[config.mk]
export PLATFORM = sky130hd
export DESIGN_NAME = console_line_editor
export DESIGN_NICKNAME = d
export VERILOG_FILES = /design/src/cle_pkg.sv /design/src/cle_store.sv /design/src/cle_ctrl.sv /design/src/console_line_editor.sv
export VERILOG_INCLUDE_DIRS = /design/src /design/src/src
export SDC_FILE = /design/constraint.sdc
export NUM_CORES = 1
export LEC_CHECK = 0
export ABC_AREA = 1
export BUFFER_PORTS_ARGS = -buffer_cell sky130_fd_sc_hd__buf_2
export CAP_MARGIN = 5
export CORE_MARGIN = 4
export CORE_UTILIZATION = 40
export DETAILED_ROUTE_END_ITERATION = 16
export HOLD_SLACK_MARGIN = 0.1
export SLEW_MARGIN = 20
export SYNTH_ARGS = -nofsm -noshare
export SYNTH_HDL_FRONTEND = slang
export SYNTH_SLANG_ARGS = --single-unit
[constraint.sdc]
create_clock -name clk -period 2.9 [get_ports clk]
set_clock_uncertainty 0.1 [all_clocks]
set_input_delay 0 -clock clk [delete_from_list [all_inputs] [get_ports clk]]
set_output_delay 0 -clock clk [all_outputs]
set_load 0.01 [all_outputs]
[src/assert_macros.svh]
// assertion helpers for the rtl, included by cle_ctrl
// both macros sample on clk and are quiet while arst_n is low
`ifndef ASSERT_MACROS_SVH
`define ASSERT_MACROS_SVH

// property that must hold at every clock edge out of reset
`define CLE_ASSERT(label, prop) \
	label: assert property (@(posedge clk) disable iff (!arst_n) (prop)) \
		else $error("cle assertion failed");

// antecedent implies consequent in the same cycle
`define CLE_ASSERT_IMP(label, ante, cons) \
	label: assert property (@(posedge clk) disable iff (!arst_n) (ante) |-> (cons)) \
		else $error("cle implication failed");

`endif

[src/cle_pkg.sv]
`default_nettype none
package cle_pkg;

	localparam int BYTE_W  = 8;
	localparam int LEN_W   = 5;
	localparam int LIMIT_W = 6;

	localparam logic [LIMIT_W-1:0] LIMIT_RESET = 6'd32;

	localparam logic [BYTE_W-1:0] CH_BS  = 8'h08;
	localparam logic [BYTE_W-1:0] CH_LF  = 8'h0a;
	localparam logic [BYTE_W-1:0] CH_CR  = 8'h0d;
	localparam logic [BYTE_W-1:0] CH_ESC = 8'h1b;
	localparam logic [BYTE_W-1:0] CH_LBR = 8'h5b;
	localparam logic [BYTE_W-1:0] CH_K   = 8'h4b;
	localparam logic [BYTE_W-1:0] CH_DEL = 8'h7f;

	typedef enum logic [1:0] {
		KIND_ECHO = 2'd0,
		KIND_CHAR = 2'd1,
		KIND_END  = 2'd2,
		KIND_OVER = 2'd3
	} kind_t;

	typedef struct packed {
		kind_t             kind;
		logic [BYTE_W-1:0] byte_value;
		logic [LEN_W-1:0]  line_length;
		logic              last;
	} res_t;

	// erase echo: backspace, then erase-to-end-of-line sequence
	function automatic logic [BYTE_W-1:0] erase_byte(input logic [1:0] step);
		logic [BYTE_W-1:0] b;
		case (step)
			2'd0:    b = CH_BS;
			2'd1:    b = CH_ESC;
			2'd2:    b = CH_LBR;
			default: b = CH_K;
		endcase
		return b;
	endfunction

endpackage
`default_nettype wire

[src/cle_store.sv]
`default_nettype none
module cle_store #(
	parameter int LINE_DEPTH = 32,
	localparam int AW = $clog2(LINE_DEPTH)
) (
	input  wire logic          clk,
	input  wire logic          we,
	input  wire logic [AW-1:0] waddr,
	input  wire logic [7:0]    wdata,
	input  wire logic          re,
	input  wire logic [AW-1:0] raddr,
	output logic      [7:0]    rdata
);

	logic [7:0] mem [LINE_DEPTH];

	always_ff @(posedge clk) begin
		if (we) begin
			mem[waddr] <= wdata;
		end
		if (re) begin
			rdata <= mem[raddr];
		end
	end

endmodule
`default_nettype wire

[src/cle_ctrl.sv]
`default_nettype none
`include "assert_macros.svh"
module cle_ctrl
	import cle_pkg::*;
#(
	parameter int LINE_DEPTH = 32,
	localparam int AW = $clog2(LINE_DEPTH),
	localparam int CW = $clog2(LINE_DEPTH + 1)
) (
	input  wire logic               clk,
	input  wire logic               arst_n,
	input  wire logic               in_valid,
	output logic                    in_ready,
	input  wire logic [BYTE_W-1:0]  in_byte,
	input  wire logic [LIMIT_W-1:0] limit,
	input  wire logic               slot_free,
	output logic                    push,
	output res_t                    res
);

	localparam int XW = LIMIT_W + CW;
	localparam int LW = LEN_W + CW;

	localparam logic [1:0] ESC_NONE = 2'd0;
	localparam logic [1:0] ESC_OPEN = 2'd1;
	localparam logic [1:0] ESC_CSI  = 2'd2;

	typedef enum logic [2:0] {
		S_IDLE,
		S_ECHO,
		S_OVER,
		S_ERASE,
		S_CR,
		S_LF,
		S_CHAR,
		S_END
	} state_t;

	state_t            state_q;
	logic [CW-1:0]     count_q;
	logic [CW-1:0]     idx_q;
	logic [1:0]        phase_q;
	logic [1:0]        step_q;
	logic [BYTE_W-1:0] byte_q;
	logic              ovf_q;

	logic              is_cr, is_lf, is_erase, is_esc;
	logic              c_skip, c_end, c_pend, c_erase, c_plain;
	logic              room;
	logic [CW-1:0]     cnt_new;
	logic [XW-1:0]     eff_lim;
	logic              ovf;
	logic [CW-1:0]     idx_nxt;
	logic              idx_more;
	logic [LW-1:0]     len_wide;

	logic              mem_we, mem_re;
	logic [AW-1:0]     mem_raddr;
	logic [7:0]        mem_rdata;

	// byte classification for the item at the input
	always_comb begin
		is_cr    = (in_byte == CH_CR);
		is_lf    = (in_byte == CH_LF);
		is_esc   = (in_byte == CH_ESC);
		is_erase = (in_byte == CH_BS) || (in_byte == CH_DEL) || is_esc;
		c_skip   = is_lf && (count_q == '0);
		c_end    = !c_skip && (is_cr || is_lf);
		c_pend   = !c_skip && !c_end && (phase_q != ESC_NONE);
		c_erase  = !c_skip && !c_end && !c_pend && is_erase;
		c_plain  = !c_skip && !c_end && !c_pend && !is_erase;
	end

	// count update and limit check for a stored byte
	always_comb begin
		room    = (count_q < CW'(LINE_DEPTH));
		cnt_new = room ? count_q + CW'(1) : count_q;
		if (limit == '0) begin
			eff_lim = XW'(1);
		end else if (XW'(limit) > XW'(LINE_DEPTH)) begin
			eff_lim = XW'(LINE_DEPTH);
		end else begin
			eff_lim = XW'(limit);
		end
		ovf = (XW'(cnt_new) >= eff_lim);
	end

	// line playback index step
	always_comb begin
		idx_nxt  = idx_q + CW'(1);
		idx_more = (idx_nxt < count_q);
		len_wide = LW'(count_q);
	end

	assign in_ready = (state_q == S_IDLE);
	assign push     = (state_q != S_IDLE) && slot_free;

	assign mem_we    = (state_q == S_IDLE) && in_valid && c_plain && room;
	assign mem_re    = push && (((state_q == S_LF) && (count_q != '0)) ||
		((state_q == S_CHAR) && idx_more));
	assign mem_raddr = (state_q == S_LF) ? '0 : idx_nxt[AW-1:0];

	cle_store #(
		.LINE_DEPTH(LINE_DEPTH)
	) u_store (
		.clk  (clk),
		.we   (mem_we),
		.waddr(count_q[AW-1:0]),
		.wdata(in_byte),
		.re   (mem_re),
		.raddr(mem_raddr),
		.rdata(mem_rdata)
	);

	always_comb begin
		res.kind        = KIND_ECHO;
		res.byte_value  = '0;
		res.line_length = '0;
		res.last        = 1'b0;
		case (state_q)
			S_ECHO: begin
				res.byte_value = byte_q;
				res.last       = !ovf_q;
			end
			S_OVER: begin
				res.kind = KIND_OVER;
				res.last = 1'b1;
			end
			S_ERASE: begin
				res.byte_value = erase_byte(step_q);
				res.last       = (step_q == 2'd3);
			end
			S_CR: begin
				res.byte_value = CH_CR;
			end
			S_LF: begin
				res.byte_value = CH_LF;
			end
			S_CHAR: begin
				res.kind       = KIND_CHAR;
				res.byte_value = mem_rdata;
			end
			S_END: begin
				res.kind        = KIND_END;
				res.line_length = len_wide[LEN_W-1:0];
				res.last        = 1'b1;
			end
			default: begin
				res.kind = KIND_ECHO;
			end
		endcase
	end

	always_ff @(posedge clk or negedge arst_n) begin
		if (!arst_n) begin
			state_q <= S_IDLE;
			count_q <= '0;
			idx_q   <= '0;
			phase_q <= ESC_NONE;
			step_q  <= '0;
			ovf_q   <= 1'b0;
			byte_q  <= '0;
		end else begin
			case (state_q)
				S_IDLE: begin
					if (in_valid) begin
						byte_q <= in_byte;
						if (c_end) begin
							state_q <= S_CR;
						end else if (c_pend) begin
							if ((in_byte != CH_LBR) || (phase_q == ESC_CSI)) begin
								phase_q <= ESC_NONE;
							end else begin
								phase_q <= ESC_CSI;
							end
						end else if (c_erase) begin
							if (count_q != '0) begin
								count_q <= count_q - CW'(1);
								step_q  <= '0;
								state_q <= S_ERASE;
							end
							if (is_esc) begin
								phase_q <= ESC_OPEN;
							end
						end else if (c_plain) begin
							count_q <= ovf ? '0 : cnt_new;
							ovf_q   <= ovf;
							state_q <= S_ECHO;
						end
					end
				end
				S_ECHO: begin
					if (push) begin
						state_q <= ovf_q ? S_OVER : S_IDLE;
					end
				end
				S_OVER: begin
					if (push) begin
						state_q <= S_IDLE;
					end
				end
				S_ERASE: begin
					if (push) begin
						step_q <= step_q + 2'd1;
						if (step_q == 2'd3) begin
							state_q <= S_IDLE;
						end
					end
				end
				S_CR: begin
					if (push) begin
						state_q <= S_LF;
					end
				end
				S_LF: begin
					if (push) begin
						idx_q   <= '0;
						state_q <= (count_q != '0) ? S_CHAR : S_END;
					end
				end
				S_CHAR: begin
					if (push) begin
						idx_q <= idx_nxt;
						if (!idx_more) begin
							state_q <= S_END;
						end
					end
				end
				S_END: begin
					if (push) begin
						count_q <= '0;
						state_q <= S_IDLE;
					end
				end
				default: begin
					state_q <= S_IDLE;
				end
			endcase
		end
	end

	// the line never grows past the store
	`CLE_ASSERT(a_count_bound, count_q <= CW'(LINE_DEPTH))
	// playback only reads entries inside the current line
	`CLE_ASSERT_IMP(a_idx_in_line, state_q == S_CHAR, idx_q < count_q)
	// a line end or overflow always closes the transaction group
	`CLE_ASSERT_IMP(a_end_is_last,
		push && (res.kind == KIND_END || res.kind == KIND_OVER), res.last)

endmodule
`default_nettype wire

[src/console_line_editor.sv]
// console line editor
// s_axis carries received console bytes (tdata[7:0]), one transaction per byte.
// m_axis carries results: tuser = kind (echo, line char, line end, overflow),
// tdata = byte value and line length, tlast marks the final result of a byte.
// cfg_we / cfg_wdata write line_limit; the user must do so only while the block
// is idle, which the block itself does not enforce. s_axis_tready is high only
// while the sequencer is idle. each result of a byte goes to the output register:
// a plain byte gives its echo (and an overflow result when the limit is hit), an
// erase of a character gives bs, esc, '[', 'K', a dropped escape byte gives none,
// a line end gives cr, lf, each stored character and the line end result. the
// line store read port is fetched one entry ahead, so playback moves one character
// per cycle unless the output stalls. the output register decouples the sides:
// when it is full and m_axis_tready is low the sequencer holds its result, and
// once the last result of a byte is in the register a new byte may be accepted.
// reset clears the line, the escape phase and the output valid, and sets
// line_limit to 32; the line store itself is not cleared.
`default_nettype none
module console_line_editor
	import cle_pkg::*;
#(
	parameter int LINE_DEPTH = 32
) (
	input  wire logic               clk,
	input  wire logic               arst_n,
	// config write
	input  wire logic               cfg_we,
	input  wire logic [LIMIT_W-1:0] cfg_wdata,
	// received bytes
	input  wire logic               s_axis_tvalid,
	output logic                    s_axis_tready,
	input  wire logic [7:0]         s_axis_tdata,   // [7:0] rx_byte
	// results
	output logic                    m_axis_tvalid,
	input  wire logic               m_axis_tready,
	output logic [15:0]             m_axis_tdata,   // [7:0] byte_value, [12:8] line_length
	output logic [1:0]              m_axis_tuser,   // [1:0] kind
	output logic                    m_axis_tlast
);

	logic [LIMIT_W-1:0] limit_q;
	logic               out_valid_q;
	res_t               out_q;
	res_t               res;
	logic               push;
	logic               slot_free;

	// line_limit register, plain write strobe
	always_ff @(posedge clk or negedge arst_n) begin
		if (!arst_n) begin
			limit_q <= LIMIT_RESET;
		end else if (cfg_we) begin
			limit_q <= cfg_wdata;
		end
	end

	// output slot frees up when empty or drained this cycle
	assign slot_free = !out_valid_q || m_axis_tready;

	cle_ctrl #(
		.LINE_DEPTH(LINE_DEPTH)
	) u_ctrl (
		.clk      (clk),
		.arst_n   (arst_n),
		.in_valid (s_axis_tvalid),
		.in_ready (s_axis_tready),
		.in_byte  (s_axis_tdata),
		.limit    (limit_q),
		.slot_free(slot_free),
		.push     (push),
		.res      (res)
	);

	// output register
	always_ff @(posedge clk or negedge arst_n) begin
		if (!arst_n) begin
			out_valid_q <= 1'b0;
		end else if (push) begin
			out_valid_q <= 1'b1;
		end else if (m_axis_tready) begin
			out_valid_q <= 1'b0;
		end
	end

	// payload needs no reset
	always_ff @(posedge clk) begin
		if (push) begin
			out_q <= res;
		end
	end

	assign m_axis_tvalid = out_valid_q;
	assign m_axis_tdata  = {3'b000, out_q.line_length, out_q.byte_value};
	assign m_axis_tuser  = out_q.kind;
	assign m_axis_tlast  = out_q.last;

endmodule
`default_nettype wire

==> impl_metrics.ini, run 1 <==
[outcome]
outcome = complete, no violations

[run]
drv_cap = 0

[power]
netSwitchingPower_uw = 7000
ir_drop_uv = 557
p_int_uw = 10200
swShare_pct = 40.7
p_leak_uw = 0.00690
finalPower_uw = 17200
power_density_mw_per_mm2 = 1030
pwr-share-clk_pct = 25.0
combPwrFrac_pct = 42.5
seq_power_share_pct = 32.5

[logic_synthesis]
yosys-top-cells-count = 349 x nand2_1, 280 x edfxtp_1, 177 x nand3_1
synthArstFlopShare_pct = 11.1
syn_area_per_cell_um2 = 10.1
synth_top_area_share_pct = 59.0
ys_ff_latch = 315
synth_most_common_cell = nand2_1
synth_edf_count = 280
synth.top_cells.by_area = edfxtp_1 59%, nand2_1 9.2%, nand3_1 6.2%
ys_warn_count = 0
yosysTopAreaCell = edfxtp_1
synth_flop_cell = edfxtp_1
ys_types = 41
synth-seq-area-share_pct = 65.1
synthCells = 1410
syn_area_mm2 = 0.0143

[cts]
clock-sinks = 315
insertion_delay_ps = 510
cts_buffers = 34
tritoncts = yes
htree_levels = 2
clock_path_buffers = 3
root_buffer = clkbuf_16
clkTransAtPathRegs_ps = 60

[global_routing]
grt_max_degree = 61
groute.usage.overall_pct = 19.7
grt_pass1_wl_mm = 59.0
antenna_found_initial = 0
overflow = 0
grt_pass1_vias = 10100

[sta]
setup_viol = 0
tightest_slew_ps = 822
slew_viol_final = 0
fin_crit_ps = 2720
finalHoldViolCount = 0
whs_ps = 265
maxSlewHeadroom_pct = 44.8
timing.fmax_ghz = 0.368
period_share_pct = 93.7

[final_layout]
fin_util_pct = 47.8
area_growth_pct = 17.0
drive_gt1_share_pct = 11.1
final_nets = 1562
num_antenna_cells = 0

[critical_path]
critPathTopFamily = simple AND/OR/NAND/NOR gates
arrival_ps = 2830
path_cells = nor2_2, nand2_1, nor2_1, nand3_1, nor2_2, nand2_1, nor2_1, buf_4
path_max_fanout = 8
cp.required_ps = 3010
critPathCaptureType = flip-flop
rr_endpoint = u_ctrl.u_store.mem[28][6]$_DFFE_PP_
critPathBufInv = 1
startpoint_type = flip-flop
path_class = reg -> reg
r2r_cells = 8
crit_slowest_cell = dfrtp_1
reg2reg_from = u_ctrl.state_q[1]$_DFFE_PN0P_
cp_slowest_stage_delay_ps = 450
r2r_setup_slack_ps = 180

[min_path]
holdPathStages = 3
hold_start = cfg_we
holdPathEnd = limit_q[5]$_DFFE_PN1P_
hp-class = in -> reg

[floorplan]
die_w_um = 197
initial_core_util_pct = 40.9
core_region_area_mm2 = 0.0349
die_area_mm2 = 0.0387
io-pin-count = 40
num_rows = 68
chipHeight_um = 197

[routing]
drt-total-wl_mm = 38.2
vias = 10400
ant_nets = 0
drc = 0
dr.pass1.iters = 8
post_drt_wl_per_cell_um = 19.1
vias_per_cell = 5.21
drt_iter0_drc = 1144

[place]
place_hpwl_mm = 25.5
portBuffers = 36
gp_congestion = 0.917
## layer usage
layer  part of all wire (%)  vias up  track usage [%]
met4                    3.4        0             7.09
met2                     45      400             30.4
met3                    7.3       76             4.10
li1                       -     4935                -
met5                      0        -                0
met1                     44     5026             27.7
## power by group through the flow
stage | combinational [µW] | sequential (µW) | clock, µW
after global routing | 8190 | 5630 | 4590
after detailed placement | 7170 | 5680 | 0
final | 7310 | 5590 | 4300
after CTS | 7260 | 5590 | 4370
after global placement | 7170 | 5680 | 0
after floorplan | 4840 | 5690 | 0
## cells in the final DEF, fill, tap and decap left out, types with 3 or more instances in the layout
| master | Yosys | layout |
|---|---|---|
| a21oi_1 | 15 | 15 |
| a22oi_1 | 3 | 3 |
| buf_12 | 0 | 4 |
| buf_2 | 30 | 36 |
| buf_4 | 9 | 61 |
| bufinv_16 | 0 | 3 |
| clkbuf_1 | 14 | 7 |
| clkbuf_16 | 0 | 37 |
| clkinv_1 | 3 | 13 |
| clkinv_2 | 0 | 3 |
| conb_1 | 1 | 3 |
| dfrtp_1 | 34 | 32 |
| dlygate4sd3_1 | 0 | 30 |
| edfxtp_1 | 280 | 280 |
| ha_1 | 20 | 20 |
| inv_1 | 152 | 151 |
| inv_2 | 9 | 9 |
| nand2_1 | 349 | 349 |
| nand3_1 | 177 | 177 |
| nand3b_1 | 9 | 9 |
| nand4_1 | 8 | 8 |
| nor2_1 | 164 | 164 |
| nor2_4 | 4 | 4 |
| nor3_1 | 3 | 3 |
| o211ai_1 | 9 | 9 |
| o21ai_0 | 56 | 56 |
| o21ai_1 | 20 | 20 |
| o22ai_1 | 6 | 6 |
| or2_1 | 6 | 6 |
| xor2_1 | 5 | 5 |
## kinds of logic after synthesis
kind of cell,after synthesis,synth area share [%]
other,1,0.0263
adders and majority gates,20,1.75
xor gates and xnor gates,6,0.368
buffers and inverters,220,6.34
and+or+nand+nor,728,21.6
DFF,315,65.1
AOI/OAI and AO/OA,118,4.62
muxes,2,0.158
## registers in the layout, indices dropped and copies added, names as in the netlist
signal,flops
u_ctrl.u_store.mem,256
m_axis_tdata,13
u_ctrl.byte_q,8
u_ctrl.u_store.rdata,8
limit_q,6
u_ctrl.count_q,6
u_ctrl.idx_q,6
u_ctrl.state_q,3
m_axis_tuser,2
u_ctrl.phase_q,2
u_ctrl.step_q,2
m_axis_tlast,1
m_axis_tvalid,1
u_ctrl.ovf_q,1
## stage by stage
step | setup TNS, ps | setup slack (ps) | cell area, µm² | cells
final | 0 | 183 | 16700 | 2003
after global routing | -2.11 | -2.11 | 16700 | 2003
after CTS | 0 | 191 | 16700 | 2003
after detailed placement | 0 | 220 | 15300 | 1911
after global placement | 0 | 219 | 15300 | 1911
after floorplan | 0 | 317 | 14300 | 1412
## worst reg2reg max path, stage by stage (launching register included)
cell and delay (ps):
dfrtp_1 450, nor2_2 190, nand2_1 150, nor2_1 260, nand3_1 170, nor2_2 170, nand2_1 400, nor2_1 290
buf_4 230
## layout make-up
| class | count | area, µm² |
|---|---|---|
| fill | 3189 | 18200 |
| sequential | 315 | 9290 |
| multi-input combinational | 877 | 4090 |
| timing repair buffer | 131 | 1020 |
| clock buffer | 44 | 952 |
| inverter | 164 | 616 |
| tap | 455 | 569 |
| clock inverter | 17 | 154 |
## how the worst max path moves through the flow
stage,cells after the start,end,start,slack (ps)
floorplan,9,u_ctrl.u_store.rdata[0]$_DFFE_PP_,u_ctrl.idx_q[0]$_DFFE_PN0P_,320
finish,8,u_ctrl.u_store.mem[28][6]$_DFFE_PP_,u_ctrl.state_q[1]$_DFFE_PN0P_,180
detailed placement,16,u_ctrl.count_q[4]$_DFFE_PN0P_,u_ctrl.count_q[0]$_DFFE_PN0P_,220
global placement,16,u_ctrl.count_q[4]$_DFFE_PN0P_,u_ctrl.count_q[0]$_DFFE_PN0P_,220
global route,16,u_ctrl.count_q[4]$_DFFE_PN0P_,u_ctrl.count_q[0]$_DFFE_PN0P_,-2
CTS,16,u_ctrl.count_q[4]$_DFFE_PN0P_,u_ctrl.count_q[0]$_DFFE_PN0P_,190
## repair_timing
action / 4_1_cts / 5_1_grt
hold buffers: 31 / 0
setup endpoints to repair: 0 / 4
endpoints found under the hold margin: 187 / 0
buffers inserted: 0 / 0
resized for setup: 0 / 2
(Power assumes the default switching activity.)
==> run 2, diff against run 1 <==
PLACE_DENSITY = 0.51   (was default)
TNS_END_PERCENT = 5   (was default)
==> run 2 against run 1 <==
Clock power is 4% higher. Cell count is 0.80% higher. Wire length is 0.60% lower. Sequential power hardly changed. Die area stayed put. Final area is 0.83% higher. Via count is 3.1% lower. Flip-flop and latch count stayed put. Register-to-register slack better by 60 ps. Critical path type unchanged.
==> impl_metrics.ini, run 2 (synthesis gave the netlist of run 1 again) <==
[sta]
rsz0062_at_grt = no
timing.fmax_ghz = 0.376
fin_crit_ps = 2660
setup_viol = 0
tns_ps = 0
slew_viol_final = 0
tightest_slew_ps = 727
whs_ps = 201
maxSlewHeadroom_pct = 51.5
period_share_pct = 91.7
finalHoldViolCount = 0

[final_layout]
area_growth_pct = 17.9
final_cells = 2019
multiInputGateArea_mm2 = 0.00409
num_antenna_cells = 0
layout_commonest_cell = nand2_1
ff_latch_area_mm2 = 0.00929
final_area_mm2 = 0.0168
layout_common_cells = 349 x nand2_1, 280 x edfxtp_1, 177 x nand3_1, 164 x nor2_1, 151 x inv_1
final_nets = 1574
nFillCells = 3318
drive_gt1_share_pct = 11.6
largest_register_ffs = 256
largest_register = u_ctrl.u_store.mem

[critical_path]
rr_endpoint = u_ctrl.count_q[4]$_DFFE_PN0P_
reg2reg_from = u_ctrl.count_q[4]$_DFFE_PN0P_
critPathCaptureType = flip-flop
crit_slowest_cell = dfrtp_1
critPathBufInv = 2
startpoint_type = flip-flop
r2r_setup_slack_ps = 240
crit_top_cell = nand2_1
path_max_fanout = 7
path_class = reg -> reg
path_cells = nand2_1, inv_1, nand2_1, o22ai_1, inv_1, ha_1, a21oi_1, nand3_1, nor2_1, nor2_1, nor2_1, nand2_1, nand2_1
cp.required_ps = 3270
r2r_cells = 13
critPathTopFamily = simple AND/OR/NAND/NOR gates
arrival_ps = 3030
cp_slowest_stage_delay_ps = 490

[cts]
tritoncts = yes
insertion_delay_ps = 540
post_cts_buffers = 0
cts_buffers = 38
clock-sinks = 315
clkTransAtPathRegs_ps = 60
clock_path_buffers = 3
cts-resized-gates = 0
root_buffer = clkbuf_16
htree_levels = 2
postCtsHoldBufs = 33

[routing]
ant_nets = 0
post_drt_wl_per_cell_um = 18.8
vias_per_cell = 5.01
drt_iter0_drc = 799
dr_wl_met2_mm = 17.5
drc = 0
routed-wl-met3_mm = 1.81
dr.max_layer_used = met4
drt-total-wl_mm = 38.0
vias = 10100
wl_met1_mm = 18.0
dr.pass1.iters = 5

[min_path]
holdPathStages = 3
hold_start = cfg_we
hp-class = in -> reg
holdPathEnd = limit_q[5]$_DFFE_PN1P_

[floorplan]
die_w_um = 197
chipHeight_um = 197
core_region_area_mm2 = 0.0349
initial_core_util_pct = 40.9
num_rows = 68
io-pin-count = 40
die_area_mm2 = 0.0387

[power]
ir_drop_uv = 562
finalPower_uw = 17500
power_density_mw_per_mm2 = 1040
p_leak_uw = 0.00699

[global_routing]
groute.usage.overall_pct = 19.8
grt_max_degree = 58
antenna_found_initial = 1
overflow = 0
grt_pass1_vias = 9957
grt_pass1_wl_mm = 59.1

[place]
portBuffers = 36
place_hpwl_mm = 24.7
placed_cells = 1917
gp_congestion = 0.848
placed_area_mm2 = 0.0153

[outcome]
outcome = complete, no violations

[run]
drv_cap = 0
run 2: where the power goes:
group	switching, µW	internal [µW]	leakage, µW
Clock	1820	2650	0.000579
Sequential	204	5390	0.00296
Combinational	5090	2320	0.00345
Total	7120	10400	0.00699
run 2: worst max-delay path by stage:
| stage | startpoint | endpoint | depth (start not counted) | slack (ps) |
|---|---|---|---|---|
| detailed placement | u_ctrl.count_q[4]$_DFFE_PN0P_ | u_ctrl.count_q[4]$_DFFE_PN0P_ | 13 | 300 |
| global route | u_ctrl.count_q[0]$_DFFE_PN0P_ | u_ctrl.count_q[4]$_DFFE_PN0P_ | 16 | 2 |
| global placement | u_ctrl.count_q[4]$_DFFE_PN0P_ | u_ctrl.count_q[4]$_DFFE_PN0P_ | 15 | 280 |
| CTS | u_ctrl.state_q[1]$_DFFE_PN0P_ | u_ctrl.u_store.mem[11][4]$_DFFE_PP_ | 8 | 260 |
| floorplan | u_ctrl.idx_q[0]$_DFFE_PN0P_ | u_ctrl.u_store.rdata[0]$_DFFE_PP_ | 9 | 320 |
| finish | u_ctrl.count_q[4]$_DFFE_PN0P_ | u_ctrl.count_q[4]$_DFFE_PN0P_ | 13 | 240 |
run 2: area by class of cell:
class	count	share of cell area, %
multi-input cells	877	24.3
flip-flops and latches	315	55.2
clock buffers	47	6.23
well taps	455	3.38
repair buffers	139	6.44
inverters	164	3.66
clock inverters	22	0.796
run 2: per-stage QoR:
step                util (%)  setup slack (ps)
floorplan                  -               317
global placement        43.9               277
detailed placement      43.9               297
CTS                     48.2               264
global route            48.2              2.21
finish                  48.2               239
run 2: metal layers:
metal	vias to the layer above	GRT usage [%]
met3	43	2.60
met2	249	31.2
li1	4962	-
met4	0	4.44
met5	-	0
met1	4863	29.6
run 2: worst register-to-register path: stages (launching register included):
cell,delay (ps)
dfrtp_1,490
nand2_1,120
inv_1,80
nand2_1,200
o22ai_1,340
inv_1,100
ha_1,210
a21oi_1,370
nand3_1,200
nor2_1,130
nor2_1,50
nor2_1,110
nand2_1,60
nand2_1,50
